$ cat config.mk
export PLATFORM = sky130hd
export DESIGN_NAME = integer_list_engine
export DESIGN_NICKNAME = d
export VERILOG_FILES = /design/src/ile_pkg.sv /design/src/ile_cell.sv /design/src/ile_divider.sv /design/src/integer_list_engine.sv
export SDC_FILE = /design/constraint.sdc
export NUM_CORES = 2
export LEC_CHECK = 0
export BUFFER_PORTS_ARGS = -buffer_cell sky130_fd_sc_hd__buf_2
export CORE_MARGIN = 1
export CORE_UTILIZATION = 45
export DETAILED_ROUTE_END_ITERATION = 10
export GPL_TIMING_DRIVEN = 0
export PLACE_DENSITY_LB_ADDON = 0.1
export SYNTH_ARGS = -nofsm -noshare
export SYNTH_HDL_FRONTEND = slang
export SYNTH_SLANG_ARGS = --single-unit
$ cat constraint.sdc
create_clock -name clk -period 4.8 [get_ports clk]
set_input_delay 0 -clock clk [delete_from_list [all_inputs] [get_ports clk]]
set_output_delay 0 -clock clk [all_outputs]
set_load 0.005 [all_outputs]
$ cat src/ile_pkg.sv
// Package for the integer list engine: command and status codes, FSM states, defaults.
package ile_pkg;

    localparam int DEF_CAPACITY = 32;

    localparam logic [3:0] CMD_LIST  = 4'd0;
    localparam logic [3:0] CMD_APPND = 4'd1;
    localparam logic [3:0] CMD_REMV  = 4'd2;
    localparam logic [3:0] CMD_REMI  = 4'd3;
    localparam logic [3:0] CMD_CLEAR = 4'd4;
    localparam logic [3:0] CMD_MEAN  = 4'd5;
    localparam logic [3:0] CMD_FIND  = 4'd6;
    localparam logic [3:0] CMD_MIN   = 4'd7;
    localparam logic [3:0] CMD_MAX   = 4'd8;

    localparam logic [2:0] STAT_OK       = 3'd0;
    localparam logic [2:0] STAT_EMPTY    = 3'd1;
    localparam logic [2:0] STAT_BADINDEX = 3'd2;
    localparam logic [2:0] STAT_NOTFOUND = 3'd3;
    localparam logic [2:0] STAT_FULL     = 3'd4;

    typedef enum logic [1:0] {
        S_IDLE,
        S_SCAN,
        S_DIV,
        S_EMIT
    } state_t;

endpackage

$ cat src/ile_cell.sv
// One storage cell of the entry chain: load, shift from right neighbor, or hold.
module ile_cell
    import ile_pkg::*;
(
    input  logic        clk,
    input  logic        shift_en,
    input  logic        load_en,
    input  logic [31:0] load_data,
    input  logic [31:0] right_data,
    output logic [31:0] value
);

    logic [31:0] value_reg;
    logic [31:0] value_next;

    always_comb
    begin
        if (load_en)
        begin
            value_next = load_data;
        end
        else if (shift_en)
        begin
            value_next = right_data;
        end
        else
        begin
            value_next = value_reg;
        end
    end

    always_ff @(posedge clk)
    begin
        value_reg <= value_next;
    end

    assign value = value_reg;

endmodule

$ cat src/ile_divider.sv
// Restoring serial divider, one quotient bit per cycle.
module ile_divider
    import ile_pkg::*;
#(
    parameter int DW = 45,
    parameter int CW = 6
)
(
    input  logic          clk,
    input  logic          rst_n,
    input  logic          start,
    input  logic [DW-1:0] dividend,
    input  logic [CW-1:0] divisor,
    output logic          done,
    output logic [DW-1:0] quotient
);

    localparam int NW = $clog2(DW + 1);

    logic [DW-1:0] quo_reg;
    logic [DW-1:0] quo_next;
    logic [CW-1:0] rem_reg;
    logic [CW-1:0] rem_next;
    logic [CW-1:0] dsr_reg;
    logic [NW-1:0] cnt_reg;
    logic [NW-1:0] cnt_next;
    logic          busy_reg;
    logic          busy_next;
    logic          done_reg;
    logic          done_next;
    logic [CW:0]   rem_sh;
    logic [CW:0]   rem_sub;

    always_comb
    begin
        rem_sh    = {rem_reg, quo_reg[DW-1]};
        rem_sub   = rem_sh - {1'b0, dsr_reg};
        quo_next  = quo_reg;
        rem_next  = rem_reg;
        cnt_next  = cnt_reg;
        busy_next = busy_reg;
        done_next = 1'b0;
        if (start)
        begin
            quo_next  = dividend;
            rem_next  = '0;
            cnt_next  = NW'(DW);
            busy_next = 1'b1;
        end
        else if (busy_reg)
        begin
            if (rem_sh >= {1'b0, dsr_reg})
            begin
                rem_next = rem_sub[CW-1:0];
                quo_next = {quo_reg[DW-2:0], 1'b1};
            end
            else
            begin
                rem_next = rem_sh[CW-1:0];
                quo_next = {quo_reg[DW-2:0], 1'b0};
            end
            cnt_next = cnt_reg - NW'(1);
            if (cnt_reg == NW'(1))
            begin
                busy_next = 1'b0;
                done_next = 1'b1;
            end
        end
    end

    always_ff @(posedge clk or negedge rst_n)
    begin
        if (!rst_n)
        begin
            busy_reg <= 1'b0;
            done_reg <= 1'b0;
            cnt_reg  <= '0;
        end
        else
        begin
            busy_reg <= busy_next;
            done_reg <= done_next;
            cnt_reg  <= cnt_next;
        end
    end

    always_ff @(posedge clk)
    begin
        quo_reg <= quo_next;
        rem_reg <= rem_next;
        if (start)
        begin
            dsr_reg <= divisor;
        end
    end

    assign done     = done_reg;
    assign quotient = quo_reg;

endmodule

$ cat src/integer_list_engine.sv
// Top level of the integer list engine: command FSM, entry chain and mean divider.
// Usage: one command item enters on in_valid/in_ready; results leave on
// out_valid/out_ready through an output register. The engine works on one
// command at a time; in_ready is high only while the FSM is idle, so the next
// command is taken at the earliest in the cycle after the last result is loaded.
// The entries live in a chain of CAPACITY cells. A scan shifts the chain
// toward cell 0 once per cycle unless the receiver stalls; the head entry is
// examined and, if kept, reloaded at the tail of the live list, so after n steps
// (n = entry count) the list is back in order, with removed entries closed up.
// Result paths, n entries:
//   clear, append, empty, bad index, full: straight from idle to the emit state.
//   list: n results, one per cycle when the receiver keeps out_ready high.
//   remove by value or index, find, smallest, largest: n scan steps, then emit.
//   mean: n scan steps, a registered divider start, a restoring divide with a
//   (32+log2 CAPACITY+8)-bit quotient, then the emit state and the result.
// A receiver stall freezes the chain: no scan step and no emit is taken
// while the output register holds an item that is not taken.
// Reset clears the FSM, the entry count and the output valid; entry
// contents are not reset and are only read below the entry count.
// Unknown commands (9 to 15) are taken and dropped with no result.
module integer_list_engine
    import ile_pkg::*;
#(
    parameter int CAPACITY = DEF_CAPACITY
)
(
    input  logic               clk,
    input  logic               rst_n,
    input  logic               in_valid,
    output logic               in_ready,
    input  logic [3:0]         cmd,
    input  logic signed [31:0] operand_value,
    input  logic [5:0]         position,
    output logic               out_valid,
    input  logic               out_ready,
    output logic [2:0]         status,
    output logic signed [31:0] item_value,
    output logic [5:0]         item_index,
    output logic signed [39:0] mean_q8,
    output logic [6:0]         entry_count,
    output logic               last
);

    localparam int IW = (CAPACITY > 1) ? $clog2(CAPACITY) : 1;
    localparam int CW = $clog2(CAPACITY + 1);
    localparam int SW = 32 + IW;
    localparam int DW = SW + 8;

    // FSM and command registers
    state_t        state_reg, state_next;
    logic [3:0]    cmd_reg;
    logic [31:0]   val_reg;
    logic [5:0]    pos_reg;
    logic [2:0]    stat_reg;
    logic [2:0]    stat_next;
    logic [CW-1:0] fill_reg;
    logic [CW-1:0] fill_next;
    logic [CW-1:0] len_reg;
    logic [CW-1:0] len_next;
    logic [IW-1:0] k_reg;
    logic          found_reg;
    logic [IW-1:0] fidx_reg;
    logic [31:0]   acc_reg;
    logic signed [SW-1:0] sum_reg;
    logic          div_go_reg;

    // output register
    logic          out_valid_reg;
    logic [2:0]    o_stat_reg;
    logic [31:0]   o_val_reg;
    logic [5:0]    o_idx_reg;
    logic [39:0]   o_mean_reg;
    logic [6:0]    o_cnt_reg;
    logic          o_last_reg;

    logic          accept;
    logic          out_free;
    logic          step;
    logic          last_step;
    logic          keep;
    logic          emit;
    logic [31:0]   head;
    logic [31:0]   cell_val [CAPACITY];
    logic          div_start;
    logic          div_done;
    logic [DW-1:0] div_q;
    logic          sum_neg;
    logic [SW-1:0] sum_mag;
    logic [63:0]   q_ext;
    logic [63:0]   q_signed;
    logic [2:0]    e_stat;
    logic [31:0]   e_val;
    logic [5:0]    e_idx;
    logic [39:0]   e_mean;

    assign accept   = in_valid && in_ready;
    assign in_ready = (state_reg == S_IDLE);
    assign out_free = !out_valid_reg || out_ready;
    assign step     = (state_reg == S_SCAN) && out_free;
    assign emit     = (state_reg == S_EMIT) && out_free;
    assign head     = cell_val[0];
    assign last_step = (CW'(k_reg) == fill_reg - CW'(1));

    always_comb
    begin
        unique case (cmd_reg)
            CMD_REMV: keep = (head != val_reg);
            CMD_REMI: keep = (7'(k_reg) != 7'(pos_reg));
            default:  keep = 1'b1;
        endcase
    end

    // entry chain
    genvar gi;
    generate
        for (gi = 0; gi < CAPACITY; gi++)
        begin : g_cell
            logic ld;
            assign ld = (step && keep && (CW'(gi) == len_reg - CW'(1)))
                     || (emit && (cmd_reg == CMD_APPND) && (stat_reg == STAT_OK)
                         && (CW'(gi) == fill_reg));
            ile_cell u_cell
            (
                .clk        (clk),
                .shift_en   (step),
                .load_en    (ld),
                .load_data  (step ? head : val_reg),
                .right_data ((gi == CAPACITY - 1) ? head : cell_val[(gi + 1) % CAPACITY]),
                .value      (cell_val[gi])
            );
        end
    endgenerate

    // mean divider
    assign sum_neg   = sum_reg[SW-1];
    assign sum_mag   = sum_neg ? SW'(-sum_reg) : SW'(sum_reg);
    assign div_start = (state_reg == S_DIV) && div_go_reg;

    ile_divider #(.DW(DW), .CW(CW)) u_div
    (
        .clk      (clk),
        .rst_n    (rst_n),
        .start    (div_start),
        .dividend ({sum_mag, 8'b0}),
        .divisor  (fill_reg),
        .done     (div_done),
        .quotient (div_q)
    );

    assign q_ext    = 64'(div_q);
    assign q_signed = sum_neg ? (64'd0 - q_ext) : q_ext;

    // status decided at accept time
    always_comb
    begin
        if (cmd == CMD_CLEAR)
        begin
            stat_next = STAT_OK;
        end
        else if (cmd == CMD_APPND)
        begin
            stat_next = (fill_reg == CW'(CAPACITY)) ? STAT_FULL : STAT_OK;
        end
        else if (fill_reg == '0)
        begin
            stat_next = STAT_EMPTY;
        end
        else if ((cmd == CMD_REMI) && (7'(position) >= 7'(fill_reg)))
        begin
            stat_next = STAT_BADINDEX;
        end
        else
        begin
            stat_next = STAT_OK;
        end
    end

    // next state
    always_comb
    begin
        state_next = state_reg;
        unique case (state_reg)
            S_IDLE:
            begin
                if (accept && (cmd <= CMD_MAX))
                begin
                    if ((cmd == CMD_CLEAR) || (cmd == CMD_APPND) || (stat_next != STAT_OK))
                    begin
                        state_next = S_EMIT;
                    end
                    else
                    begin
                        state_next = S_SCAN;
                    end
                end
            end
            S_SCAN:
            begin
                if (step && last_step)
                begin
                    if (cmd_reg == CMD_LIST)
                    begin
                        state_next = S_IDLE;
                    end
                    else if (cmd_reg == CMD_MEAN)
                    begin
                        state_next = S_DIV;
                    end
                    else
                    begin
                        state_next = S_EMIT;
                    end
                end
            end
            S_DIV:
            begin
                if (div_done)
                begin
                    state_next = S_EMIT;
                end
            end
            S_EMIT:
            begin
                if (out_free)
                begin
                    state_next = S_IDLE;
                end
            end
            default: state_next = S_IDLE;
        endcase
    end

    // emit fields and new entry count
    always_comb
    begin
        e_stat    = stat_reg;
        e_val     = '0;
        e_idx     = '0;
        e_mean    = '0;
        fill_next = fill_reg;
        if (stat_reg == STAT_OK)
        begin
            unique case (cmd_reg)
                CMD_CLEAR: fill_next = '0;
                CMD_APPND:
                begin
                    e_val     = val_reg;
                    e_idx     = 6'(fill_reg);
                    fill_next = fill_reg + CW'(1);
                end
                CMD_REMV: fill_next = len_reg;
                CMD_REMI:
                begin
                    e_val     = acc_reg;
                    e_idx     = pos_reg;
                    fill_next = len_reg;
                end
                CMD_MEAN: e_mean = q_signed[39:0];
                CMD_FIND:
                begin
                    if (found_reg)
                    begin
                        e_val = val_reg;
                        e_idx = 6'(fidx_reg);
                    end
                    else
                    begin
                        e_stat = STAT_NOTFOUND;
                    end
                end
                CMD_MIN, CMD_MAX: e_val = acc_reg;
                default: e_val = '0;
            endcase
        end
    end

    assign len_next = keep ? len_reg : len_reg - CW'(1);

    // control registers
    always_ff @(posedge clk or negedge rst_n)
    begin
        if (!rst_n)
        begin
            state_reg     <= S_IDLE;
            fill_reg      <= '0;
            out_valid_reg <= 1'b0;
            div_go_reg    <= 1'b0;
        end
        else
        begin
            state_reg <= state_next;
            if (emit)
            begin
                fill_reg <= fill_next;
            end
            if (emit || (step && (cmd_reg == CMD_LIST)))
            begin
                out_valid_reg <= 1'b1;
            end
            else if (out_ready)
            begin
                out_valid_reg <= 1'b0;
            end
            div_go_reg <= (state_reg == S_SCAN) && (state_next == S_DIV);
        end
    end

    // datapath registers
    always_ff @(posedge clk)
    begin
        if (accept)
        begin
            cmd_reg  <= cmd;
            val_reg  <= operand_value;
            pos_reg  <= position;
            stat_reg <= stat_next;
            len_reg  <= fill_reg;
            k_reg    <= '0;
            found_reg <= 1'b0;
            sum_reg  <= '0;
        end
        else if (step)
        begin
            len_reg <= len_next;
            k_reg   <= k_reg + IW'(1);
            sum_reg <= sum_reg + SW'($signed(head));
            if (!found_reg && (head == val_reg))
            begin
                found_reg <= 1'b1;
                fidx_reg  <= k_reg;
            end
            priority if (cmd_reg == CMD_REMI)
            begin
                if (!keep)
                begin
                    acc_reg <= head;
                end
            end
            else if (k_reg == '0)
            begin
                acc_reg <= head;
            end
            else if ((cmd_reg == CMD_MIN) && ($signed(head) < $signed(acc_reg)))
            begin
                acc_reg <= head;
            end
            else if ((cmd_reg == CMD_MAX) && ($signed(head) > $signed(acc_reg)))
            begin
                acc_reg <= head;
            end
            else
            begin
                acc_reg <= acc_reg;
            end
        end
        if (step && (cmd_reg == CMD_LIST))
        begin
            o_stat_reg <= STAT_OK;
            o_val_reg  <= head;
            o_idx_reg  <= 6'(k_reg);
            o_mean_reg <= '0;
            o_cnt_reg  <= 7'(fill_reg);
            o_last_reg <= last_step;
        end
        else if (emit)
        begin
            o_stat_reg <= e_stat;
            o_val_reg  <= e_val;
            o_idx_reg  <= e_idx;
            o_mean_reg <= e_mean;
            o_cnt_reg  <= 7'(fill_next);
            o_last_reg <= 1'b1;
        end
    end

    assign out_valid   = out_valid_reg;
    assign status      = o_stat_reg;
    assign item_value  = o_val_reg;
    assign item_index  = o_idx_reg;
    assign mean_q8     = o_mean_reg;
    assign entry_count = o_cnt_reg;
    assign last        = o_last_reg;

endmodule

---- Word level (Yosys, flattened, before mapping) ----
Index checks and enable logic that the tools add are counted.
word-level totals
  word-level logic and storage cells ...... 451
  output and inout bits ................... 91
  flip-flop bits (word level) ............. 1318
  bits of input ports ..................... 46
cells by class
  $lt $le $gt $ge ......................... 5
  reductions and logical operators ........ 167
  mux-type cells .......................... 124
  bitwise operators ....................... 1
  equality and inequality tests ........... 85
  add/sub/neg operators ................... 9
operators with widths
  cell                     count
  $mux W32                 74
  $eq A5 B6 Y1 const A     32
  $mux W40                 3
  $eq A4 B6 Y1 const A     16
  $pmux W32 S3             1
  $mux W45                 2
  $logic_and A1 B1 Y1      79
  $reduce_bool A2 Y1       36
  $mux W6                  10
  $eq A3 B6 Y1 const A     8
  $sub A1 B40 Y40 const A  1
  $add A37 B32 Y37         1
  $mux W37                 1
  $neg A37 Y37             1
  $logic_or A1 B1 Y1       36
  $pmux W6 S3              2
  $eq A32 B32 Y1           1
  $gt A32 B32 Y1           1
  $lt A32 B32 Y1           1
  $ne A32 B32 Y1           1
  $eq A2 B6 Y1 const A     4
  $eq A4 B3 Y1 const B     5
  $mux W3                  6
  $sub A6 B1 Y6 const B    3
  37 further kinds         66

---- Logic depth before layout (Yosys ltp) ----
  word-level depth ........................ 13
  depth in mapped cells ................... 11
  depth with buffers taken out ............ 11

---- Cells and area by module ----
Synthesis repeated with hierarchy kept, for this count alone.
second synthesis, totals
  cell total of the unflattened synthesis .. 4067
  area total of the unflattened synthesis .. 65902.0 um^2
by module, submodules not included
  module               instances  cells an instance  seq. area each (um^2)  area each (um^2)
  ile_cell             32         69                 960.9                  1507.7
  integer_list_engine  1          1652               5955.7                 14645.3
  ile_divider          1          207                1851.8                 3010.4

---- Worst setup path before layout ----
No wires, ideal clock.
  path type ............................... register -> register
  from .................................... register g_cell[0].u_cell.value_reg[22]
  to ...................................... register acc_reg[0] (enable)
  stages on the path, launching flop included .. 9
  library setup time ...................... 0.474 ns
  data required time ...................... 4.326 ns
  arrival ................................. 4.283 ns
  clock period less this slack ............ 4.757 ns
  path slack .............................. 0.043 ns
  buffers on the path ..................... 0
  path through ............................ edfxtp_1 -> ha_1 -> and3_1 -> a221o_1 -> a21o_1 -> a21oi_1 -> a31oi_1 -> mux2i_1 -> a221oi_1
between the ends
  cells in the longest elaborated chain, start to end .. 4
  elaborated cells between the ends (all ways) .. 9
  classes of those cells .................. order compare (2); eq/ne (2); mux (1); reduce/logical (4)
ends and longest elaborated chain
  what                                                                 RTL line                    RTL
  from (decl)                                                          ile_cell.sv:13              logic [31:0] value_reg;
  from (signal assigned)                                               ile_cell.sv:34              value_reg <= value_next;
  $lt A32 B32 Y1, or another cell as far along                         integer_list_engine.sv:343  else if ((cmd_reg == CMD_MIN) && ($signed(head) < $signed(acc_reg)))
  $logic_and A1 B1 Y1, or another cell as far along                    integer_list_engine.sv:343
  $reduce_bool A4 Y1 (no source line) or $ne A2 B2 Y1 (tied branches)  -
  $reduce_and A4 Y1 (no source line) (*)                               -
  to (signal assigned)                                                 integer_list_engine.sv:353  acc_reg <= acc_reg;
  to (decl)                                                            integer_list_engine.sv:63   logic [31:0] acc_reg;
Every way passes the cells marked *; elsewhere a longest branch is shown, timed or not.
A chain may end at the register's enable or synchronous reset.

---- Worst setup path after layout ----
  from .................................... register g_cell[0].u_cell.value_reg[16]
  to ...................................... register g_cell[28].u_cell.value_reg[12] (enable)
between the ends
  cells in the longest elaborated chain, start to end .. 6
ends and longest elaborated chain
  what                                 RTL line                    RTL
  $ne A32 B32 Y1                       integer_list_engine.sv:107  CMD_REMV: keep = (head != val_reg);
  $pmux W1 S2                          integer_list_engine.sv:106  unique case (cmd_reg)
  $logic_and A1 B1 Y1 (2 in series)    integer_list_engine.sv:119  assign ld = (step && keep && (CW'(gi) == len_reg - CW'(1)))
  $logic_or A1 B1 Y1                   integer_list_engine.sv:120  || (emit && (cmd_reg == CMD_APPND) && (stat_reg == STAT_OK)
  $reduce_bool A2 Y1 (no source line)  -
  to (signal assigned)                 ile_cell.sv:34
  to (decl)                            ile_cell.sv:13
Every way passes these cells.

==> parameters.txt <==
Parameter                              Value

Drt
  Initial DRT Pass Iterations ... 6
  Number of vias after detailed routing ... 35400
  Number of DRC markers in iteration 0 ... 2875
  Mean number of vias per cell ... 5.50
  Post-route ant nets ... 0
  DRC viols ... 0
  Post-detailed-routing wire length ... 159000 um
  Mean routed wirelength per cell ... 24.7 um

Critical path
  Reg2reg start ... g_cell[0].u_cell.value[16]
  First element of the critical path ... g_cell[0].u_cell.value[16]
  R2R depth ... 10
  Endpoint class of the critical path ... register
  Launching element type of the critical path ... register
  Endpoint arrival time on the critical path ... 5.04 ns
  Critical path class ... register to register
  Worst setup slack for register-to-register paths ... 0.05 ns
  Worst EP required ... 5.09 ns
  Endpoint of the lowest-slack register-to-register path ... g_cell[28].u_cell.value[12]
  Maximum fanout count along the critical path ... 32

Finish
  Fraction of final layout cells sized beyond drive strength 1 ... 33.5%
  Nets@finish ... 4689
  Most common library cell in the layout ignoring fill and taps ... sky130_fd_sc_hd__edfxtp_1
  Leading cell types in the layout, fill and taps excluded ... sky130_fd_sc_hd__edfxtp_1, sky130_fd_sc_hd__mux2_2, sky130_fd_sc_hd__nand2_1, sky130_fd_sc_hd__clkbuf_1, sky130_fd_sc_hd__buf_2
  Area grow syn2layout ... 14.2%
  Layout fillers ... 11200
  Design area ... 0.0696 mm^2
  Cell Count, Final, Fillers Out ... 6433
  Largest register FFs ... 1024

Yosys
  Mean cell area of the mapped netlist ... 14.6 um^2
  Flip-flop and latch count after synthesis ... 1318
  Async SR Flop Fraction ... 1.37%
  Most used flip-flop cell after synthesis ... sky130_fd_sc_hd__edfxtp_1
  EDFF count, synth ... 1199
  Number of instances in the synthesized netlist ... 4168
  Post-synth design cell area ... 0.0610 mm^2
  Post-synthesis sequential area ratio ... 63.1%
  Post-synth cell types ... 85
  Count of synthesis-stage warnings from yosys ... 0
  Post-Synthesis Net Count ... 4311

Timing
  Final setup violation count ... 0
  Min Tclk post-route ... 4.75 ns
  Clock Skew ... 0.0237 ns
  Number of endpoints with negative hold slack in the final report ... 0
  Highest attainable clock frequency ... 0.211 GHz
  Slew at the pin closest to its max-slew limit ... 1.42 ns
  Slew Limit Headroom ... 4.67%
  Final Max Slew Viols ... 0
  Setup repair after global routing missed its margin ... yes
  Final period utilization ... 98.9%

Outcome
  Result of the run ... complete, no violations

Pwr
  Peak ir drop on the vdd network ... 0.323 mV
  Power density of the placed cells ... 730 mW/mm^2
  Leak ... 24.9 nW

Clock tree
  CTS Buffer Depth ... 3
  Clock sink count ... 1318
  Clock tree from TritonCTS ... done
  Clock root buffer ... sky130_fd_sc_hd__clkbuf_16
  Number of buffers created by CTS ... 148
  Htree depth ... 4
  CTS clock-pin slew for the worst setup and hold paths ... 0.06 ns
  Clk Latency, worst-skew pair ... 0.77 ns

Place
  Placed insts ... 6079
  Total cell area at the placement stage ... 0.0642 mm^2
  Buffers on Ports ... 135
  Global placement routability congestion ... 0.878
  Final HPWL DP ... 114000 um

Floorplanning
  Core area ... 0.134 mm^2
  Die Area ... 0.137 mm^2
  Boundary Pins ... 137
  Width of the die ... 370 um
  Initial core utilization ... 45.5%
  Height of the die ... 370 um
  Placement Rows ... 134

Min path
  Worst hold path startpoint ... cmd[3]
  Hold/Removal Path Class ... input pin to register
  Worst Hold End ... cmd_reg[3]
  Cell count of the worst hold path ... 2

Global route
  Wire length of the first global-routing pass ... 234000 um
  Number of antenna violations at the first check in global routing ... 3
  Pin count of the biggest net entering global routing ... 55
  Via count of the first global-routing pass ... 34800
  GR Util All Layers ... 23.2%
  Grt ovf ... 0

Run
  Max-cap violations ... 0
## kinds of logic after synthesis
group	count (synthesis)	synth area share, %
adder cells (fa/ha/maj)	97	2.01
multiplexers	1045	19.3
buffers and inverters	378	2.73
flip-flops	1318	63.1
other	1	0.00615
AO/OA/AOI/OAI	491	5.38
XOR/XNOR	162	2.33
AND/OR/NAND/NOR	676	5.20
## cell usage after synthesis (4+ instances only)
library cell,instances,area [um^2]
sky130_fd_sc_hd__o41ai_1,9,78.8
sky130_fd_sc_hd__mux2i_1,18,180
sky130_fd_sc_hd__nand2b_1,35,219
sky130_fd_sc_hd__a31oi_1,10,62.6
sky130_fd_sc_hd__nand3_1,75,375
sky130_fd_sc_hd__xnor2_1,78,683
sky130_fd_sc_hd__nor3_1,26,130
sky130_fd_sc_hd__o21ai_0,199,996
sky130_fd_sc_hd__mux2_2,1024,11500
sky130_fd_sc_hd__nor4_1,9,56.3
sky130_fd_sc_hd__a21oi_1,81,405
sky130_fd_sc_hd__or3_1,21,131
sky130_fd_sc_hd__and2_1,10,62.6
sky130_fd_sc_hd__a211oi_1,11,82.6
sky130_fd_sc_hd__buf_4,7,52.6
sky130_fd_sc_hd__inv_1,77,289
sky130_fd_sc_hd__buf_2,81,405
sky130_fd_sc_hd__a221oi_1,4,35.0
sky130_fd_sc_hd__and3_1,8,50.1
sky130_fd_sc_hd__o21bai_1,5,37.5
sky130_fd_sc_hd__o32a_1,5,50.1
sky130_fd_sc_hd__dfrtp_1,18,450
sky130_fd_sc_hd__or4_1,8,60.1
sky130_fd_sc_hd__buf_6,16,180
sky130_fd_sc_hd__o21a_1,6,45.0
sky130_fd_sc_hd__ha_1,95,1190
sky130_fd_sc_hd__edfxtp_1,1199,36000
sky130_fd_sc_hd__nand4_1,28,175
sky130_fd_sc_hd__clkbuf_1,186,698
sky130_fd_sc_hd__a222oi_1,5,50.1
sky130_fd_sc_hd__or2_2,7,43.8
sky130_fd_sc_hd__nor2b_1,12,75.1
sky130_fd_sc_hd__xor2_1,84,736
sky130_fd_sc_hd__o31ai_1,23,173
sky130_fd_sc_hd__a21o_1,24,180
sky130_fd_sc_hd__buf_1,11,41.3
sky130_fd_sc_hd__a22oi_1,34,255
sky130_fd_sc_hd__o211ai_1,9,67.6
sky130_fd_sc_hd__nand2_1,318,1190
sky130_fd_sc_hd__dfxtp_1,101,2020
sky130_fd_sc_hd__nor3b_1,5,37.5
sky130_fd_sc_hd__o22ai_2,20,250
sky130_fd_sc_hd__nor2_1,92,345
## routing by layer
metal	wire (um)	share of wire [%]	GRT usage (%)
met5	0	0	0
met4	4570	2.9	7.49
met3	8890	5.6	4.17
met2	72000	45	35.8
met1	73100	46	33.0
## area by class of cell
cell class	count	area, um^2	area share (%)
sequential	1318	38500	55.2
antenna	6	15.0	0.0216
clock inverter	66	543	0.780
tap	1768	2210	3.18
clock buffer	197	4020	5.78
buffer	301	1390	1.99
multi-input combinational	2472	21000	30.1
timing repair buffer	228	1700	2.45
inverter	77	289	0.415
## where the power goes
group | total [mW] | switching, mW | internal (mW)
clock | 10.8 | 4.60 | 6.21
sequential | 22.6 | 2.38 | 20.3
combinational | 17.4 | 11.0 | 6.45
total | 50.9 | 17.9 | 32.9
## per-stage QoR
stage	power, mW	setup TNS, ns	setup WS (ns)	hold WS [ns]	utilization [%]
global route	53.5	-0.00126	-0.000711	0.0886	52.0
finish	50.9	0	0.0524	0.119	52.0
detailed placement	39.8	-166.92	-0.952	-0.0114	47.9
CTS	51.1	0	0.000210	0.0569	52.0
floorplan	33.0	0	0.0427	-0.296	-
global placement	39.7	-640.97	-3.18	-0.0120	47.7
## critical path, cell delays in order, from the launching register on
cell and delay, ns:
sky130_fd_sc_hd__edfxtp_1 0.62, sky130_fd_sc_hd__xnor2_1 0.46, sky130_fd_sc_hd__nand4_1 0.15, sky130_fd_sc_hd__nor4_1 0.46, sky130_fd_sc_hd__nand2_1 0.40, sky130_fd_sc_hd__a221o_1 0.52, sky130_fd_sc_hd__buf_6 0.18, sky130_fd_sc_hd__nand3_2 0.20
sky130_fd_sc_hd__o22ai_2 0.30, sky130_fd_sc_hd__buf_2 0.29, sky130_fd_sc_hd__nand2b_2 0.62
## how the worst max path moves through the flow
| stage | end | slack, ns | cells past startpoint |
|---|---|---|---|
| after detailed placement | g_cell[3].u_cell.value[16] | -0.95 | 8 |
| after global placement | acc_reg[15] | -3.18 | 9 |
| after CTS | g_cell[3].u_cell.value[8] | 0.0002 | 9 |
| after floorplan | acc_reg[0] | 0.04 | 8 |
| final | g_cell[28].u_cell.value[12] | 0.05 | 10 |
| after global routing | g_cell[27].u_cell.value[15] | -0.0007 | 11 |
## what timing repair did
action	in CTS	in global routing
resized for setup	9	5
setup endpoints to repair	384	281
pin swaps	0	0
hold buffers	84	0
endpoints found under the hold margin	67	0
setup buffers	1	0
Note: power is estimated with default switching activity, not from simulation.
